==> src/rtl/core/lsf_pkg.sv <==
// lsf_pkg: shared constants, types and the lfo table generator for the swept flanger
// no dependencies; imported by every module under rtl/core
`timescale 1ns / 1ps

package lsf_pkg;

	localparam int LSF_DELAY_DEPTH    = 2048;
	localparam int LSF_LFO_TABLE_BITS = 10;

	localparam int LSF_SAMPLE_W = 16;
	localparam int LSF_STEP_W   = 32;
	localparam int LSF_GAIN_W   = 17;
	localparam int LSF_LEN_W    = 12;
	localparam int LSF_CFG_IDX_W = 2;
	localparam int LSF_LFO_W    = 17;
	localparam int LSF_MAC_A_W  = 18;

	localparam logic [LSF_CFG_IDX_W-1:0] REG_LFO_STEP  = 2'd0;
	localparam logic [LSF_CFG_IDX_W-1:0] REG_WET_GAIN  = 2'd1;
	localparam logic [LSF_CFG_IDX_W-1:0] REG_DELAY_LEN = 2'd2;

	localparam logic [LSF_STEP_W-1:0] LSF_STEP_RST = 32'd89478;
	localparam logic [LSF_GAIN_W-1:0] LSF_GAIN_RST = 17'd32768;
	localparam logic [LSF_LEN_W-1:0]  LSF_LEN_RST  = 12'd2048;
	localparam logic [LSF_GAIN_W-1:0] LSF_GAIN_ONE = 17'd65536;

	// (2n+1)(2n+2) for the cosine series terms
	localparam logic [8:0] LFO_TAYLOR_DIV [10] = '{
		9'd2, 9'd12, 9'd30, 9'd56, 9'd90, 9'd132, 9'd182, 9'd240, 9'd306, 9'd380
	};
	localparam logic [63:0] PI_Q44  = 64'h0000_3243_F6A8_885A;
	localparam logic [63:0] ONE_Q30 = 64'h0000_0000_4000_0000;

	typedef struct packed {
		logic en;
		logic accumulate;
	} mac_ctrl_t;

	// cos(2*pi*k/T) in q30 for k in the first quadrant
	function automatic logic signed [63:0] lsf_cos_quadrant(input int unsigned k,
		input int unsigned tb);
		logic [63:0] x;
		logic [63:0] x2;
		logic [63:0] term;
		logic signed [63:0] acc;
		x = ((PI_Q44 * 64'd2 * 64'(k)) >> tb) >> 14;
		x2 = (x * x) >> 30;
		term = ONE_Q30;
		acc = $signed(ONE_Q30);
		for (int n = 0; n < 10; n++) begin
			term = (term * x2) >> 30;
			term = term / 64'(LFO_TAYLOR_DIV[n]);
			if ((n % 2) == 1)
				acc = acc + $signed(term);
			else
				acc = acc - $signed(term);
		end
		return acc;
	endfunction

	// entry k of the raised cosine table, 0.5-0.5cos in q1.16
	function automatic logic [LSF_LFO_W-1:0] lsf_lfo_entry(input int unsigned k,
		input int unsigned tb);
		int unsigned tsize;
		int unsigned m;
		logic signed [63:0] c;
		logic signed [63:0] v;
		tsize = 32'd1 << tb;
		m = (k > tsize / 2) ? tsize - k : k;
		if (m > tsize / 4)
			c = -lsf_cos_quadrant(tsize / 2 - m, tb);
		else
			c = lsf_cos_quadrant(m, tb);
		if (c > $signed(ONE_Q30))
			c = $signed(ONE_Q30);
		if (c < -$signed(ONE_Q30))
			c = -$signed(ONE_Q30);
		v = ($signed(ONE_Q30) - c + 64'sd16384) >>> 15;
		return v[LSF_LFO_W-1:0];
	endfunction

endpackage

==> src/rtl/core/lsf_mac.sv <==
// lsf_mac: shared signed multiply-accumulate unit with a registered result
// depends on lsf_pkg for the control struct and operand width
`timescale 1ns / 1ps

module lsf_mac #(
	parameter int BW = 17
) (
	input  logic                                   clk,
	input  lsf_pkg::mac_ctrl_t                     ctrl,
	input  logic signed [lsf_pkg::LSF_MAC_A_W-1:0] a,
	input  logic signed [BW-1:0]                   b,
	output logic signed [lsf_pkg::LSF_MAC_A_W+BW-1:0] acc
);
	import lsf_pkg::*;

	localparam int PW = LSF_MAC_A_W + BW;

	logic signed [PW-1:0] prod;
	logic signed [PW-1:0] acc_q;

	assign prod = PW'(a) * PW'(b);

	always_ff @(posedge clk) begin
		if (ctrl.en)
			acc_q <= ctrl.accumulate ? acc_q + prod : prod;
	end

	assign acc = acc_q;

endmodule

==> config.mk <==
export PLATFORM = sky130hd
export DESIGN_NAME = lsf_mac
export DESIGN_NICKNAME = d
export VERILOG_FILES = /design/src/rtl/core/lsf_pkg.sv /design/src/rtl/core/lsf_mac.sv
export SDC_FILE = /design/constraint.sdc
export NUM_CORES = 1
export LEC_CHECK = 0
export BUFFER_PORTS_ARGS = -buffer_cell sky130_fd_sc_hd__clkbuf_2
export CAP_MARGIN = 20
export CELL_PAD_IN_SITES_DETAIL_PLACEMENT = 0
export CELL_PAD_IN_SITES_GLOBAL_PLACEMENT = 2
export CORE_ASPECT_RATIO = 0.8
export CORE_UTILIZATION = 38
export CTS_CLUSTER_DIAMETER = 80
export CTS_CLUSTER_SIZE = 30
export DETAILED_ROUTE_END_ITERATION = 8
export PLACE_DENSITY = 0.81
export SLEW_MARGIN = 20
export SYNTH_ARGS = -nofsm -noshare
export SYNTH_HDL_FRONTEND = slang
export SYNTH_SLANG_ARGS = --single-unit
==> constraint.sdc <==
create_clock -name clk -period 8.8 [get_ports clk]
set_clock_uncertainty 0.15 [all_clocks]
set_input_delay 1.76 -clock clk [delete_from_list [all_inputs] [get_ports clk]]
set_output_delay 1.76 -clock clk [all_outputs]
set_load 0.1 [all_outputs]
==> impl_metrics.json, run 1 <==
{
  "status": "complete, but fails checks",
  "violations": "negative setup slack",
  "clkSinkCount": 35,
  "maxClockFrequency_mhz": 112.1,
  "path_buf_inv": 6,
  "die_area_um2": 39180,
  "antenna_found_initial": 0,
  "grt-ovfl-total": 0,
  "critPathKind": "in -> reg",
  "endpoint_kind": "flop",
  "worst_slew_pin_slew_ns": 1.061,
  "synthDistinctLibCells": 62,
  "synth_edf_count": 35,
  "synth.top_cell.area_share_pct": 42.82,
  "netlist_area_um2": 14590,
  "synthAdderAreaFrac_pct": 53.45,
  "crit_fanout": 8,
  "ios": 73,
  "dpl.hpwl_um": 31660,
  "num_rows": 63,
  "cts_tree": "yes",
  "clock_latency_ns": 0.29,
  "yosys.area.top_type": "fa_1",
  "maxSlewViolCount": 0,
  "drtPass1Iterations": 4,
  "gp_congestion": 0.8713,
  "syn_inst": 1570,
  "synth_ff_type": "edfxtp_1",
  "synth_xor_area_share_pct": 4.177,
  "fill_cells": 3515,
  "dieHeight_um": 177.2,
  "synth_seq_area_share_pct": 7.205,
  "crit_top_cell": "fa_1",
  "yosysWarnings": 0,
  "area_growth_pct": 26.97,
  "port_buffers": 72,
  "crit_arrival_ns": 8.81,
  "synth.area.top_cells": "fa_1 (43%), ha_1 (11%), inv_1 (8.9%), edfxtp_1 (7.2%), and2_1 (6.8%)",
  "hold_violations": 0,
  "finish.instance_area_um2": 18520,
  "r2r_setup_slack_ns": 5.18,
  "synthSimpleGateAreaFrac_pct": 14.73,
  "relSlewSlack_pct": 29.28,
  "synth_most_common_cell": "inv_1",
  "r2r_cells": 11,
  "numCtsBuffers": 5,
  "vias_per_cell": 4.841,
  "setup_ws_ns": -0.1224,
  "vias": 11430,
  "drive_gt1_share_pct": 27.05,
  "core_um2": 37440,
  "cp_top_family": "adder cells",
  "place_area_um2": 17380,
  "min-delay-start": "acc[0]",
  "hold_path_class": "reg -> reg",
  "die_w_um": 221.1,
  "worstHoldEndpoint": "acc[0]",
  "first_iter_violations": 431,
  "synthTopCellsByCount": "inv_1 (347), fa_1 (312), nand2_1 (161)",
  "synth_compound_area_share_pct": 8.380,
  "h-tree-depth": 2,
  "r2r_start": "acc[0]",
  "finalWirelength_um": 35990,
  "nets": 2347,
  "drc": 0,
  "cts_hold_buf": 0,
  "cts.clk_slew.worst_paths_ns": 0.06,
  "cts_root_buf": "clkbuf_16",
  "worstReg2RegEnd": "acc[34]",
  "grt_pass1_vias": 12120,
  "ant_nets": 0,
  "pre_cts_ws_ns": -0.7267,
  "ys_ff_latch": 35,
  "maxCapViolations": 0,
  "clockBufferDepth": 2,
  "synth_top_family_by_area": "adder cells",
  "hold_depth": 2,
  "grt_pass1_wl_um": 60460,
  "initial_core_util_pct": 38.96,
  "n_antenna_cell": 0,
  "synthArstFlopShare_pct": 0,
  "worstPathRequired_ns": 8.69,
  "tns_ns": -0.1813,
  "startpoint_type": "primary input",
  "rsz0062_at_grt": "true",
  "slowest_stage": "fa_1",
  "synthMuxAreaShare_pct": 1.853,
  "grt_max_degree": 37,
  "finalCritPeriodShare_pct": 101.4,
  "finalSetupViolCount": 3,
  "min_period_ns": 8.922,
  "syn_nets": 2044,
  "wl_per_cell_um": 15.24,
  "avgSynthCellArea_um2": 9.292,
  "grt_usage_pct": 19.04,
  "largest_reg_flops": 35,
  "max_stage_delay_ns": 0.56
}
## cells in the final DEF, fill, tap and decap left out, types with 12 or more instances in the layout
cell / count
ha_4: 19
nand2b_1: 12
inv_2: 13
a21o_1: 25
ha_1: 102
clkbuf_2: 51
o21ai_0: 17
and2_4: 16
inv_1: 331
nand2_1: 153
edfxtp_1: 35
buf_6: 30
and2_1: 142
mux2_2: 21
xnor2_1: 43
a21oi_1: 45
nor2_1: 37
o21ai_1: 15
a21oi_2: 12
xor2_1: 19
buf_4: 240
fa_1: 303
## stage by stage
step,util (%),hold WS [ns],std cells
floorplan,-,1.250,1570
global placement,46.43,0.5683,2326
detailed placement,46.43,0.5811,2326
CTS,48.26,0.5951,2350
global route,49.47,0.6051,2361
finish,49.47,0.5785,2361
## timing repair
action / CTS / global route
setup buffers: 16 / 11
pin swaps: 49 / 45
gates resized for setup: 95 / 111
setup endpoints to repair: 10 / 12
## final cells by class
class	count	area, um^2	area share, %
multi-input cells	1141	12720	68.68
inverters	347	1311	7.080
clock buffers	5	125.1	0.6755
flip-flops and latches	35	1051	5.675
repair buffers	343	2689	14.52
well taps	487	609.3	3.290
clock inverters	3	15.01	0.08106
## worst min-delay path, stage by stage, from the launching register on
cell and delay [ns]:
edfxtp_1 0.36, ha_1 0.13, mux2_2 0.13
## worst max path at each step
stage	from	end	slack [ns]	cells after the start
2_1_floorplan	b[8]	acc[34]	-0.1	30
3_3_place_gp	b[2]	acc[34]	-0.69	32
3_5_place_dp	b[2]	acc[33]	-0.73	33
4_1_cts	b[2]	acc[34]	-0.21	32
5_1_grt	b[2]	acc[34]	-0.41	32
6_report	b[5]	acc[34]	-0.12	30
## per-layer routing
metal | GRT usage, % | part of all wire [%] | vias up
li1 | - | - | 5436
met4 | 1.428 | 0.50 | 0
met3 | 1.726 | 2.4 | 15
met5 | 0 | 0 | -
met1 | 26.79 | 47 | 5844
met2 | 33.18 | 50 | 134
## cells by family (layout without fill, tap and decap cells)
kind of cell	after synthesis	after routing
xor gates and xnor gates	68	68
DFF	35	35
adders and majority gates	436	436
and+or+nand+nor	424	424
AOI/OAI and AO/OA	189	189
muxes	24	24
buffers and inverters	394	698
Power of run 1 is not shown: default switching activity piles up to over one toggle a cycle in this logic, so the estimate is an artifact.
==> inputs of run 2 (changes only) <==
--- a/config.mk
+++ b/config.mk
@@ -14,7 +14,7 @@
 export CTS_CLUSTER_DIAMETER = 80
 export CTS_CLUSTER_SIZE = 30
 export DETAILED_ROUTE_END_ITERATION = 8
-export PLACE_DENSITY = 0.81
+export PLACE_DENSITY = 0.85
 export SLEW_MARGIN = 20
 export SYNTH_ARGS = -nofsm -noshare
 export SYNTH_HDL_FRONTEND = slang
==> run 2 against run 1 <==
Effect of this change:
- the run still ends with negative setup slack left
- clock-buffer cell count unchanged
- via count down 0.27%
- sequential share of layout area fell by 0.052 points
- critical endpoint unchanged
- critical path depth is 1 higher
==> impl_metrics.json, run 2 (synthesis results as in run 1) <==
{
  "status": "complete, but fails checks",
  "violations": "negative setup slack",
  "n_antenna_cell": 0,
  "die_w_um": 221.1,
  "min_period_ns": 8.930,
  "rsz0062_at_grt": "true",
  "cp_top_family": "adder cells",
  "fin_cells": 2364,
  "setup_ws_ns": -0.1300,
  "cts_root_buf": "clkbuf_16",
  "largest_reg_flops": 35,
  "ios": 73,
  "grt_max_degree": 37,
  "maxSlewViolCount": 0,
  "antenna_found_initial": 0,
  "clock_latency_ns": 0.30,
  "final_cell_mix": "inv_1 (326), fa_1 (303), buf_4 (235), nand2_1 (156), and2_1 (142)",
  "worstReg2RegEnd": "acc[34]",
  "area_growth_pct": 28.15,
  "r2r_cells": 11,
  "dieHeight_um": 177.2,
  "worstPathRequired_ns": 8.69,
  "clkSinkCount": 35,
  "maxCapViolations": 0,
  "h-tree-depth": 2,
  "drive_gt1_share_pct": 27.92,
  "die_area_um2": 39180,
  "endpoint_kind": "flop",
  "crit_fanout": 4,
  "hold_path_class": "reg -> reg",
  "numCtsBuffers": 5,
  "drc": 0,
  "wl_per_cell_um": 15.34,
  "gp_congestion": 0.8062,
  "r2r_setup_slack_ns": 5.19,
  "core_um2": 37440,
  "clockBufferDepth": 2,
  "max_stage_delay_ns": 0.58,
  "vias": 11400,
  "hold_depth": 2,
  "port_buffers": 72,
  "fill_cells": 3553,
  "pre_cts_ws_ns": -0.7989,
  "worst_slew_pin_slew_ns": 1.070,
  "num_rows": 63,
  "finalSetupViolCount": 7,
  "initial_core_util_pct": 38.96,
  "r2r_start": "acc[0]",
  "min-delay-start": "acc[0]",
  "grt_usage_pct": 19.17,
  "placed_cells": 2314,
  "finalWirelength_um": 36250,
  "path_buf_inv": 8,
  "grt_pass1_wl_um": 60780,
  "crit_arrival_ns": 8.82,
  "vias_per_cell": 4.821,
  "first_iter_violations": 476,
  "startpoint_type": "primary input",
  "final_common_cell": "inv_1",
  "dpl.hpwl_um": 31230,
  "worstHoldEndpoint": "acc[0]",
  "cts_tree": "yes",
  "slowest_stage": "fa_1",
  "drtPass1Iterations": 5,
  "crit_top_cell": "fa_1",
  "maxClockFrequency_mhz": 112.0,
  "relSlewSlack_pct": 28.67,
  "ant_nets": 0,
  "finalCritPeriodShare_pct": 101.5,
  "cts.clk_slew.worst_paths_ns": 0.06,
  "critPathKind": "in -> reg",
  "grt_pass1_vias": 12250,
  "grt-ovfl-total": 0,
  "nets": 2350,
  "hold_violations": 0
}
-- run 2: cell types whose count changed in the layout (fill, tap and decap cells not counted), moves of 3 or more --
cell	delta
clkbuf_2	+3
buf_6	+5
inv_2	+8
o21ai_1	-5
nand2_1	+3
buf_4	-5
o21ai_2	+5
inv_1	-5
clkbuf_8	+4
-- run 2: through the flow --
stage | cell area (um^2) | hold slack (ns) | setup TNS (ns) | utilization (%)
after CTS | 18130 | 0.5988 | -1.054 | 48.42
final | 18690 | 0.5876 | -0.4103 | 49.93
after detailed placement | 17270 | 0.5828 | -7.117 | 46.12
after global placement | 17270 | 0.5768 | -6.566 | 46.12
after floorplan | 14850 | 1.250 | -0.1203 | -
after global routing | 18690 | 0.6111 | -2.462 | 49.93
-- run 2: worst max path at each step --
stage / startpoint / to / slack, ns / depth (start not counted)
floorplan: b[8] / acc[34] / -0.1 / 30
global placement: a[10] / acc[34] / -0.76 / 32
detailed placement: a[7] / acc[34] / -0.80 / 32
CTS: a[4] / acc[34] / -0.35 / 32
global route: a[4] / acc[34] / -0.39 / 32
finish: a[4] / acc[34] / -0.13 / 31
-- run 2: worst min-delay path, cell delays in order (launching register included) --
cell and delay (ns):
edfxtp_1 0.37, ha_1 0.14, mux2_2 0.13
-- run 2: cell type report --
cell class	count	area, um^2	share of cell area, %
clock inverters	3	67.56	0.3614
well taps	487	609.3	3.259
inverters	347	1303	6.967
flip-flops and latches	35	1051	5.622
repair buffers	346	2743	14.67
multi-input cells	1141	12800	68.45
clock buffers	5	125.1	0.6693
-- run 2: routing by layer --
metal	wire, um	up-vias	global-route usage, %
li1	-	5452	-
met1	16430	5779	26.30
met2	18410	147	34.19
met3	1147	20	1.693
met4	268	0	1.661
met5	0	-	0
-- run 2: what timing repair did --
action                     in CTS  in global routing
buffers inserted               28                 16
gates resized for setup       114                112
pin swaps                      55                 80
cloned                          0                  1
hold buffers                    0                  0
setup endpoints to repair      11                 13
Power of run 2 is left out for the same reason.
==> inputs of run 3 (changes only) <==
--- a/config.mk
+++ b/config.mk
@@ -11,10 +11,12 @@
 export CELL_PAD_IN_SITES_GLOBAL_PLACEMENT = 2
 export CORE_ASPECT_RATIO = 0.8
 export CORE_UTILIZATION = 38
+export CTS_BUF_LIST = sky130_fd_sc_hd__clkbuf_4 sky130_fd_sc_hd__clkbuf_8 sky130_fd_sc_hd__clkbuf_16
 export CTS_CLUSTER_DIAMETER = 80
 export CTS_CLUSTER_SIZE = 30
 export DETAILED_ROUTE_END_ITERATION = 8
 export PLACE_DENSITY = 0.85
+export SKIP_CTS_REPAIR_TIMING = 1
 export SLEW_MARGIN = 20
 export SYNTH_ARGS = -nofsm -noshare
 export SYNTH_HDL_FRONTEND = slang
==> run 3 against run 2 <==
Effect of this change:
- first-iteration DRC count grew 8.0%
- global-route usage down 0.47 points
- cell count down 0.97%
- sequential share of layout area grew 0.17 points
- critical endpoint unchanged
- clock-buffer cell count unchanged
- the run still ends with negative setup slack left
- die area unchanged
==> impl_metrics.json, run 3 (synthesis results as in run 1) <==
{
  "h-tree-depth": 2,
  "grt_use_met3_pct": 1.693,
  "clkSinkCount": 35,
  "drc": 0,
  "finish.instance_area_um2": 18160,
  "ios": 73,
  "fill_cells": 3593,
  "n_antenna_cell": 0,
  "busiest_layer": "met2",
  "num_rows": 63,
  "cts_root_buf": "clkbuf_16",
  "tns_ns": -0.9488,
  "grt-ovfl-total": 0,
  "setup_ws_ns": -0.2724,
  "crit_arrival_ns": 8.97,
  "finalCritPeriodShare_pct": 103.1,
  "cts.clk_slew.worst_paths_ns": 0.06,
  "crit_top_cell": "fa_1",
  "ant_nets": 0,
  "gp_congestion": 0.8062,
  "drive_gt1_share_pct": 24.65,
  "grt_max_degree": 37,
  "dieHeight_um": 177.2,
  "violations": "negative setup slack",
  "clock_latency_ns": 0.30,
  "clockBufferDepth": 2,
  "critPathKind": "in -> reg",
  "multiInputGateArea_um2": 12600,
  "grt_use_met1_pct": 25.97,
  "die_w_um": 221.1,
  "min_period_ns": 9.072,
  "largest_reg_flops": 35,
  "worstPathRequired_ns": 8.69,
  "initial_core_util_pct": 38.96,
  "worstReg2RegEnd": "acc[30]",
  "finalWirelength_um": 35300,
  "crit_fanout": 8,
  "antenna_found_initial": 0,
  "min-delay-start": "acc[0]",
  "grt_pass1_wl_um": 59360,
  "cts_tree": "yes",
  "maxCapViolations": 0,
  "area_growth_pct": 24.48,
  "worst_slew_pin_slew_ns": 1.082,
  "seqCellArea_um2": 1051,
  "die_area_um2": 39180,
  "worstHoldEndpoint": "acc[0]",
  "finalSetupViolCount": 8,
  "hold_depth": 2,
  "grt_pass1_vias": 11960,
  "vias": 11250,
  "core_um2": 37440,
  "drtPass1Iterations": 4,
  "maxSlewViolCount": 0,
  "slowest_stage": "fa_2",
  "wl_per_cell_um": 15.08,
  "hold_path_class": "reg -> reg",
  "met2_usage_pct": 32.99,
  "final_cell_mix": "inv_1 (340), fa_1 (307), buf_4 (228), nand2_1 (158), and2_1 (147)",
  "grt_usage_pct": 18.70,
  "max_stage_delay_ns": 0.63,
  "rsz0062_at_grt": "true",
  "r2r_start": "acc[0]",
  "nets": 2327,
  "hold_violations": 0,
  "dpl.hpwl_um": 31230,
  "startpoint_type": "primary input",
  "status": "complete, but fails checks",
  "numCtsBuffers": 5,
  "r2r_setup_slack_ns": 5.20,
  "first_iter_violations": 514,
  "r2r_cells": 11,
  "relSlewSlack_pct": 27.90,
  "place_area_um2": 17270,
  "final_common_cell": "inv_1",
  "maxClockFrequency_mhz": 110.2,
  "endpoint_kind": "flop",
  "port_buffers": 72,
  "vias_per_cell": 4.804
}
==> run 3: cell types whose count changed in the layout (fill, tap and decap cells not counted), moves of 6 or more <==
cell / previous run / this run
inv_1: 326 / 340
inv_2: 21 / 7
buf_6: 35 / 23
clkbuf_2: 54 / 63
buf_4: 235 / 228
and2_4: 17 / 11
==> run 3: critical path: cells and delay by family <==
kind	cells	cell delay (ns)
simple gates	5	1.13
compound gates	9	1.54
fa+ha+maj	8	3.55
xor+xnor	2	0.40
buf+inv	6	0.58
==> run 3: worst max path at each step <==
stage | start | endpoint | slack, ns | depth (start not counted)
after floorplan | b[8] | acc[34] | -0.1 | 30
after global placement | a[10] | acc[34] | -0.76 | 32
after detailed placement | a[7] | acc[34] | -0.80 | 32
after CTS | a[7] | acc[34] | -0.54 | 32
after global routing | a[4] | acc[34] | -0.56 | 32
final | b[4] | acc[34] | -0.27 | 30
==> run 3: stage by stage <==
stage | hold WS, ns | utilization [%] | setup WS, ns | std cells
2_1_floorplan | 1.250 | - | -0.09608 | 1570
3_3_place_gp | 0.5768 | 46.12 | -0.7623 | 2314
3_5_place_dp | 0.5828 | 46.12 | -0.7989 | 2314
4_1_cts | 0.5988 | 46.64 | -0.5380 | 2322
5_1_grt | 0.6111 | 48.50 | -0.5607 | 2341
6_report | 0.5877 | 48.50 | -0.2724 | 2341
==> run 3: routing by layer <==
layer / share of wire [%] / routed length (um)
met1: 46 / 16330
met2: 51 / 17900
met4: 0.57 / 202
met3: 2.5 / 866
met5: 0 / 0
==> run 3: layout make-up <==
cell class	count	area share, %
Tap cell	487	3.356
Clock buffer	5	0.6890
Timing Repair Buffer	323	13.24
Sequential cell	35	5.788
Multi-Input combinational cell	1141	69.39
Inverter	347	7.173
Clock inverter	3	0.3721
Power of run 3 is left out for the same reason.
